===== src/sssp_pkg.sv =====
// sssp_pkg.sv
// Sizes, command codes and the controller/datapath command and status
// structs for the single-source shortest-path block. No dependencies.
package sssp_pkg;

    localparam int MAX_NODES = 32;
    localparam int DIST_BITS = 24;

    localparam int KEY_W   = 8;
    localparam int CMD_W   = 2;
    localparam int COST_W  = 16;
    localparam int EDGE_W  = COST_W + 1;
    localparam int SLOT_W  = $clog2(MAX_NODES);
    localparam int CNT_W   = $clog2(MAX_NODES + 1);
    localparam int EDGES   = MAX_NODES * MAX_NODES;
    localparam int EADDR_W = $clog2(EDGES);

    localparam logic [DIST_BITS-1:0] DIST_MAX = '1;
    localparam logic [EDGE_W-1:0]    NO_EDGE  = {1'b1, {COST_W{1'b0}}};

    localparam logic [CMD_W-1:0] CMD_ADD_NODE = CMD_W'(0);
    localparam logic [CMD_W-1:0] CMD_ADD_EDGE = CMD_W'(1);
    localparam logic [CMD_W-1:0] CMD_RUN      = CMD_W'(2);

    typedef enum logic [1:0] {
        SCAN_LOOKUP,
        SCAN_RELAX,
        SCAN_EMIT
    } t_scan;

    typedef struct packed {
        logic  clr_step;
        logic  take;
        logic  scan_start;
        logic  scan_run;
        t_scan scan_kind;
        logic  node_add;
        logic  edge_rd;
        logic  edge_upd;
        logic  run_init;
        logic  settle;
        logic  emit_reset;
        logic  emit;
    } t_dp_cmd;

    typedef struct packed {
        logic             clr_done;
        logic             scan_done;
        logic             found_a;
        logic             found_b;
        logic             full;
        logic             min_found;
        logic             emit_done;
        logic             out_free;
        logic [CMD_W-1:0] cmd;
    } t_dp_sts;

endpackage


===== src/sssp_ctrl.sv =====
// sssp_ctrl.sv
// Controller state machine: sequences table clear, lookups, edge updates, relax rounds
// and result scans. Depends on sssp_pkg.
module sssp_ctrl (
    input  logic              i_clk,
    input  logic              i_rst_n,
    input  logic              i_valid,
    output logic              o_stall,
    input  sssp_pkg::t_dp_sts i_sts,
    output sssp_pkg::t_dp_cmd o_ctl
);

    typedef enum logic [3:0] {
        S_CLEAR,
        S_IDLE,
        S_LOOKUP,
        S_EDGE_RD,
        S_EDGE_UPD,
        S_RUN_INIT,
        S_RELAX,
        S_EMIT,
        S_EMIT_HOLD
    } t_state;

    t_state            r_state;
    t_state            n_state;
    logic              r_stall;
    sssp_pkg::t_dp_cmd ctl;

    always_comb begin
        ctl           = '0;
        ctl.scan_kind = sssp_pkg::SCAN_LOOKUP;
        n_state       = r_state;
        unique case (r_state)
            S_CLEAR: begin
                ctl.clr_step = 1'b1;
                if (i_sts.clr_done) begin
                    n_state = S_IDLE;
                end
            end
            S_IDLE: begin
                if (i_valid && !r_stall) begin
                    ctl.take       = 1'b1;
                    ctl.scan_start = 1'b1;
                    n_state        = S_LOOKUP;
                end
            end
            S_LOOKUP: begin
                ctl.scan_run = 1'b1;
                if (i_sts.scan_done) begin
                    n_state = S_IDLE;
                    unique case (i_sts.cmd)
                        sssp_pkg::CMD_ADD_NODE: begin
                            ctl.node_add = !i_sts.found_a && !i_sts.full;
                        end
                        sssp_pkg::CMD_ADD_EDGE: begin
                            if (i_sts.found_a && i_sts.found_b) begin
                                n_state = S_EDGE_RD;
                            end
                        end
                        sssp_pkg::CMD_RUN: begin
                            if (i_sts.found_a) begin
                                n_state = S_RUN_INIT;
                            end
                        end
                        default: begin
                            n_state = S_IDLE;
                        end
                    endcase
                end
            end
            S_EDGE_RD: begin
                ctl.edge_rd = 1'b1;
                n_state     = S_EDGE_UPD;
            end
            S_EDGE_UPD: begin
                ctl.edge_upd = 1'b1;
                n_state      = S_IDLE;
            end
            S_RUN_INIT: begin
                ctl.run_init   = 1'b1;
                ctl.scan_start = 1'b1;
                n_state        = S_RELAX;
            end
            S_RELAX: begin
                ctl.scan_kind = sssp_pkg::SCAN_RELAX;
                ctl.scan_run  = 1'b1;
                if (i_sts.scan_done) begin
                    ctl.scan_start = 1'b1;
                    if (i_sts.min_found) begin
                        ctl.settle = 1'b1;
                    end else begin
                        ctl.emit_reset = 1'b1;
                        n_state        = S_EMIT;
                    end
                end
            end
            S_EMIT: begin
                ctl.scan_kind = sssp_pkg::SCAN_EMIT;
                if (i_sts.emit_done) begin
                    n_state = S_IDLE;
                end else begin
                    ctl.scan_run = 1'b1;
                    if (i_sts.scan_done) begin
                        if (i_sts.out_free) begin
                            ctl.emit       = 1'b1;
                            ctl.scan_start = 1'b1;
                        end else begin
                            n_state = S_EMIT_HOLD;
                        end
                    end
                end
            end
            S_EMIT_HOLD: begin
                ctl.scan_kind = sssp_pkg::SCAN_EMIT;
                if (i_sts.out_free) begin
                    ctl.emit       = 1'b1;
                    ctl.scan_start = 1'b1;
                    n_state        = S_EMIT;
                end
            end
            default: begin
                n_state = S_CLEAR;
            end
        endcase
    end

    always_ff @(posedge i_clk) begin
        if (!i_rst_n) begin
            r_state <= S_CLEAR;
            r_stall <= 1'b1;
        end else begin
            r_state <= n_state;
            r_stall <= (n_state != S_IDLE);
        end
    end

    assign o_stall = r_stall;
    assign o_ctl   = ctl;

endmodule


===== config.mk =====
export PLATFORM = sky130hd
export DESIGN_NAME = sssp_ctrl
export DESIGN_NICKNAME = d
export VERILOG_FILES = /design/src/sssp_pkg.sv /design/src/sssp_ctrl.sv
export SDC_FILE = /design/constraint.sdc
export NUM_CORES = 1
export LEC_CHECK = 0
export ABC_AREA = 1
export BUFFER_PORTS_ARGS = -buffer_cell sky130_fd_sc_hd__buf_2
export CORE_UTILIZATION = 39
export DETAILED_ROUTE_END_ITERATION = 7
export PLACE_DENSITY_LB_ADDON = 0.3
export SLEW_MARGIN = 25
export SYNTH_ARGS = -nofsm -noshare
export SYNTH_HDL_FRONTEND = slang
export SYNTH_SLANG_ARGS = --single-unit

===== constraint.sdc =====
create_clock -name i_clk -period 1.31 [get_ports i_clk]
set_clock_uncertainty 0.05 [all_clocks]
set_input_delay 0.0655 -clock i_clk [delete_from_list [all_inputs] [get_ports i_clk]]
set_output_delay 0.0655 -clock i_clk [all_outputs]
set_load 0.05 [all_outputs]

==> flow_summary.ini, run 1 <==
[setup_path]
crit_arrival_ps = 1440
start_kind = flip-flop
cp-end-kind = primary output
cp.required_ps = 1190
crit_type = reg -> out
worstPathMaxFanout = 4

[finish]
regArea_um2 = 108.9
drive_gt1_share_pct = 52.08
fill_cells = 66
final_cell_mix = nand2_1, inv_1, buf_2
multiInputGateArea_um2 = 488.0
fin_nets = 161
final_common_cell = nand2_1
areaGrowthSynthToFinish_pct = 92.06
diodes = 0

[detailed_routing]
drt_iter0_markers = 24
drc = 0
vias = 802
detail-route-antenna-nets = 0
wl_per_cell_um = 12.96
dr.pass1.iters = 4
viasPerCell = 5.076
wirelength_mm = 2.047

[timing]
hold_viol_final = 0
rsz0062_at_grt = true
period_share_pct = 118.4
drv_slew = 0
period_needed_ps = 1551
timing.fmax_ghz = 0.6448
setup_slack_ps = -240.9
setup_tns_ps = -1543
worst_slew_pin_slew_ps = 251.9
setup_viol = 12
relSlewSlack_pct = 83.19

[job]
cap_violations = 0

[power_and_ir_drop]
peakVddDrop_v = 0.0007010
p_leak_uw = 0.0005755
powerDensity_mw_per_mm2 = 549.7

[cts]
cts_root_buf = clkbuf_4
cts_tree = built
h-tree-depth = 1
worstSkewPairLatency_ps = 240
cts_buffers = 3
cts.clk_slew.worst_paths_ps = 40
cts_sinks = 5
hold_buffers = 0
clockBufferDepth = 2

[global_route]
grt-busiest-layer = met2
grt_pass1_wl_mm = 3.111
grt_use_met1_pct = 29.21
grt_overflow = 0
grt_max_degree = 9
grt_pass1_vias = 793
grt_usage_pct = 30.00
grt_antenna_before_repair = 0
met2_usage_pct = 60.42
met3_usage_pct = 6.936

[logic_synthesis]
avgSynthCellArea_um2 = 5.250
ys_seq_area_share_pct = 18.69
netlist_area_um2 = 535.5
synth_fp_nets = 118
syn_inst = 102
yosys.cell_types.count = 15
ys_ff_latch = 5
yosysWarningCount = 0

[run_status]
status = finished, violations left
violations = setup timing

[place]
place_ws_ps = -119.7
place_congestion = 0.8925
dp_hpwl_mm = 1.383
numPortBuffers = 26

[floorplan]
die_area_mm2 = 0.001525
dieWidth_um = 39.06
die_h_um = 39.06
fp.coreArea_mm2 = 0.001186
start_util_pct = 45.15
ioPinCount = 27
rows = 12

[min_path]
min_path_type = in -> reg
[registers in the layout, summed over array words and instances (netlist names)]
| signal | cells |
|---|---|
| r_state | 4 |
| o_stall | 1 |
[cell usage after synthesis (all sizes together)]
library cell / instances / share of area, %
nor4b: 1 / 1.6
o21ai: 3 / 2.8
buf: 1 / 0.93
inv: 18 / 13
nand2: 35 / 25
nand4: 1 / 1.2
a21oi: 5 / 5.4
a211oi: 1 / 1.4
dfxtp: 5 / 19
ha: 3 / 7.0
nor2: 20 / 15
nand3: 9 / 8.4
[worst paths after layout]
check,from,slack [ps],end,depth (start not counted)
hold reg to reg,r_state[3]$_SDFF_PN0_,550,r_state[3]$_SDFF_PN0_,2
setup reg to reg,r_state[3]$_SDFF_PN0_,-60,o_stall$_SDFF_PN1_,9
hold / removal,i_rst_n,80,r_state[2]$_SDFF_PN0_,3
setup / recovery,r_state[3]$_SDFF_PN0_,-240,o_ctl[10],7
[worst max-delay path, stage by stage (launching register included)]
cell and delay, ps:
dfxtp_2 330, buf_6 130, nor2_4 150, nand3_2 100
o21ai_2 170, nor2_2 70, o21ai_2 60, buf_6 170
[routing by layer]
layer | vias to the layer above | share of wire [%]
met5 | - | 0
met3 | 4 | 3.8
li1 | 399 | -
met2 | 25 | 54
met4 | 0 | 1.3
met1 | 374 | 41
[kinds of logic (layout without fill, tap and decap cells)]
family | after synthesis | count (layout) | synth area share [%]
simple gates | 66 | 66 | 51.17
buf+inv | 19 | 61 | 13.55
compound gates | 9 | 9 | 9.580
flops | 5 | 5 | 18.69
fa+ha+maj | 3 | 3 | 7.010
[timing repair]
action | in CTS | in global routing
setup buffers | 1 | 0
pin swaps | 4 | 5
endpoints found under the setup margin | 16 | 16
cloned | 0 | 0
resized for setup | 47 | 9
[report_power, final]
part	switching (uW)	internal [uW]
clock	60.4	115
combinational	133	80.4
sequential	13.0	163
[cell type report]
cell class                 instances  share of cell area, %
timing repair buffer              39                  30.54
multi-input combinational         78                  47.45
inverter                          18                  7.178
sequential                         5                  10.58
tap                               14                  1.703
clock buffer                       4                  2.555
[stage by stage]
| step | hold slack [ps] | area, um2 | util (%) | total power (uW) | cells |
|---|---|---|---|---|---|
| 6_report | 78.86 | 1028 | 86.71 | 565.3 | 158 |
| 5_1_grt | 85.79 | 1028 | 86.71 | 597.2 | 158 |
| 4_1_cts | 72.34 | 994.7 | 83.86 | 546.4 | 158 |
| 3_5_place_dp | 313.0 | 818.3 | 68.99 | 344.3 | 153 |
| 3_3_place_gp | 308.3 | 818.3 | 68.99 | 339.6 | 153 |
| 2_1_floorplan | 148.1 | 585.6 | - | 283.9 | 102 |
Note: power is estimated with default switching activity, not from simulation.
==> run 2, diff against run 1 <==
Settings changed: CORE_UTILIZATION 39 to 40.
Clock period 1.31 ns to 1.7 ns, I/O delays scaled along.
==> flow_summary.ini, run 2 (synthesis results as in run 1) <==
[power_and_ir_drop]
p_sw_share_pct = 35.63
peakVddDrop_v = 0.0004033
comb_power_share_pct = 31.0
power_frac_seq_pct = 33.3
finalPower_uw = 392.5
p_switching_uw = 139.9
p_leak_uw = 0.0004990
clock_power_share_pct = 35.7
internal_power_uw = 252.6
powerDensity_mw_per_mm2 = 521.1

[finish]
areaGrowthSynthToFinish_pct = 40.65
fin_nets = 149
largest_register = r_state
final_cell_mix = nand2_1, buf_2, inv_1
final_common_cell = nand2_1
largest_reg_flops = 4
diodes = 0
drive_gt1_share_pct = 31.06

[cts]
postCtsSetupRepairBufs = 0
cts_tree = built
cts_buffers = 3
cts_root_buf = clkbuf_4
cts_sinks = 5
clockBufferDepth = 2
cts.clk_slew.worst_paths_ps = 40
worstSkewPairLatency_ps = 240
h-tree-depth = 1

[timing]
period_needed_ps = 1617
relSlewSlack_pct = 83.69
hold_viol_final = 0
rsz0062_at_grt = true
setup_viol = 0
period_share_pct = 95.11
drv_slew = 0
worst_slew_pin_slew_ps = 244.4
setup_slack_ps = 83.06
timing.fmax_ghz = 0.6185

[floorplan]
rows = 12
dieWidth_um = 38.59
start_util_pct = 45.73
die_area_mm2 = 0.001489
fp.coreArea_mm2 = 0.001171
ioPinCount = 27
die_h_um = 38.59

[global_route]
grt_max_degree = 9
grt_pass1_vias = 544
grt_overflow = 0
grt_antenna_before_repair = 0
grt_usage_pct = 21.49
grt_pass1_wl_mm = 2.180

[detailed_routing]
wirelength_mm = 1.374
detail-route-antenna-nets = 0
wl_per_cell_um = 9.411
dr_wl_met3_um = 62
dr.max_layer_used = met3
wl_met1_um = 680
vias = 684
dr.pass1.iters = 4
drt_iter0_markers = 10
viasPerCell = 4.685
drc = 0
met2_wirelength_um = 631

[place]
dp_hpwl_mm = 1.138
place_ws_ps = 146.3
place_congestion = 0.8875
numPortBuffers = 26

[setup_path]
path_delay_family = simple AND/OR/NAND/NOR gates
cp.required_ps = 1560
cp.buffers_inverters = 2
max_stage_delay_ps = 400
worstPathMaxFanout = 5
cp-end-kind = primary output
reg2reg_from = r_state[3]$_SDFF_PN0_
slowest_stage = dfxtp_1
crit_chain = inv_1 -> nor2_1 -> nand2_1 -> nand2_1 -> nor2_1 -> o21ai_2 -> buf_4
crit_type = reg -> out
crit_arrival_ps = 1480
start_kind = flip-flop
cp-startpoint = r_state[0]$_SDFF_PN0_

[job]
cap_violations = 0

[min_path]
min_path_type = in -> reg
min_from = i_rst_n

[run_status]
status = completed
run 2: path summary, 6_finish.rpt:
| check | slack [ps] | cells after the start | to |
|---|---|---|---|
| worst max-delay path | 80 | 7 | o_ctl[10] |
| worst min-delay path | 80 | 3 | r_state[2]$_SDFF_PN0_ |
| worst max register to register | 420 | 7 | o_stall$_SDFF_PN1_ |
| worst min register to register | 500 | 1 | r_state[3]$_SDFF_PN0_ |
run 2: final cells by class:
class                           instances  area, um2
Clock buffer                            4      26.28
Fill cell                             113      417.9
Inverter                               18      67.56
Multi-Input combinational cell         78      392.9
Sequential cell                         5      102.6
Tap cell                               14      17.52
Timing Repair Buffer                   27      146.4
run 2: metrics by stage:
step	hold WS, ps	utilization [%]	setup TNS (ps)	area (um2)	instances
floorplan	187.1	-	0	563.0	102
global placement	325.0	60.90	0	713.2	142
detailed placement	330.0	60.90	0	713.2	142
CTS	79.66	63.68	0	745.7	146
global route	73.88	64.32	-28.54	753.2	146
finish	78.06	64.32	0	753.2	146
run 2: worst reg2reg max path, cell delays in order (launching register included):
cell	delay, ps
dfxtp_2	420
inv_2	60
nor2_1	130
nand3_1	160
nand2_1	110
nor2_1	60
a21oi_2	130
nand2_1	60
run 2: power by group through the flow:
stage          registers (uW)  logic [uW]  clock network, uW
3_5_place_dp              132         121                  0
3_3_place_gp              132         119                  0
4_1_cts                   131         122                143
2_1_floorplan             142        72.8                  0
6_report                  131         122                140
5_1_grt                   131         133                159
run 2: layer usage:
metal,track usage (%),up-vias
li1,-,376
met1,28.17,289
met2,33.75,19
met3,6.936,0
met4,5.172,0
met5,0,-
run 2: what timing repair did:
item	CTS	global route
setup endpoints to repair	2	3
hold buffers	0	0
resized for setup	3	4
cloned	0	0
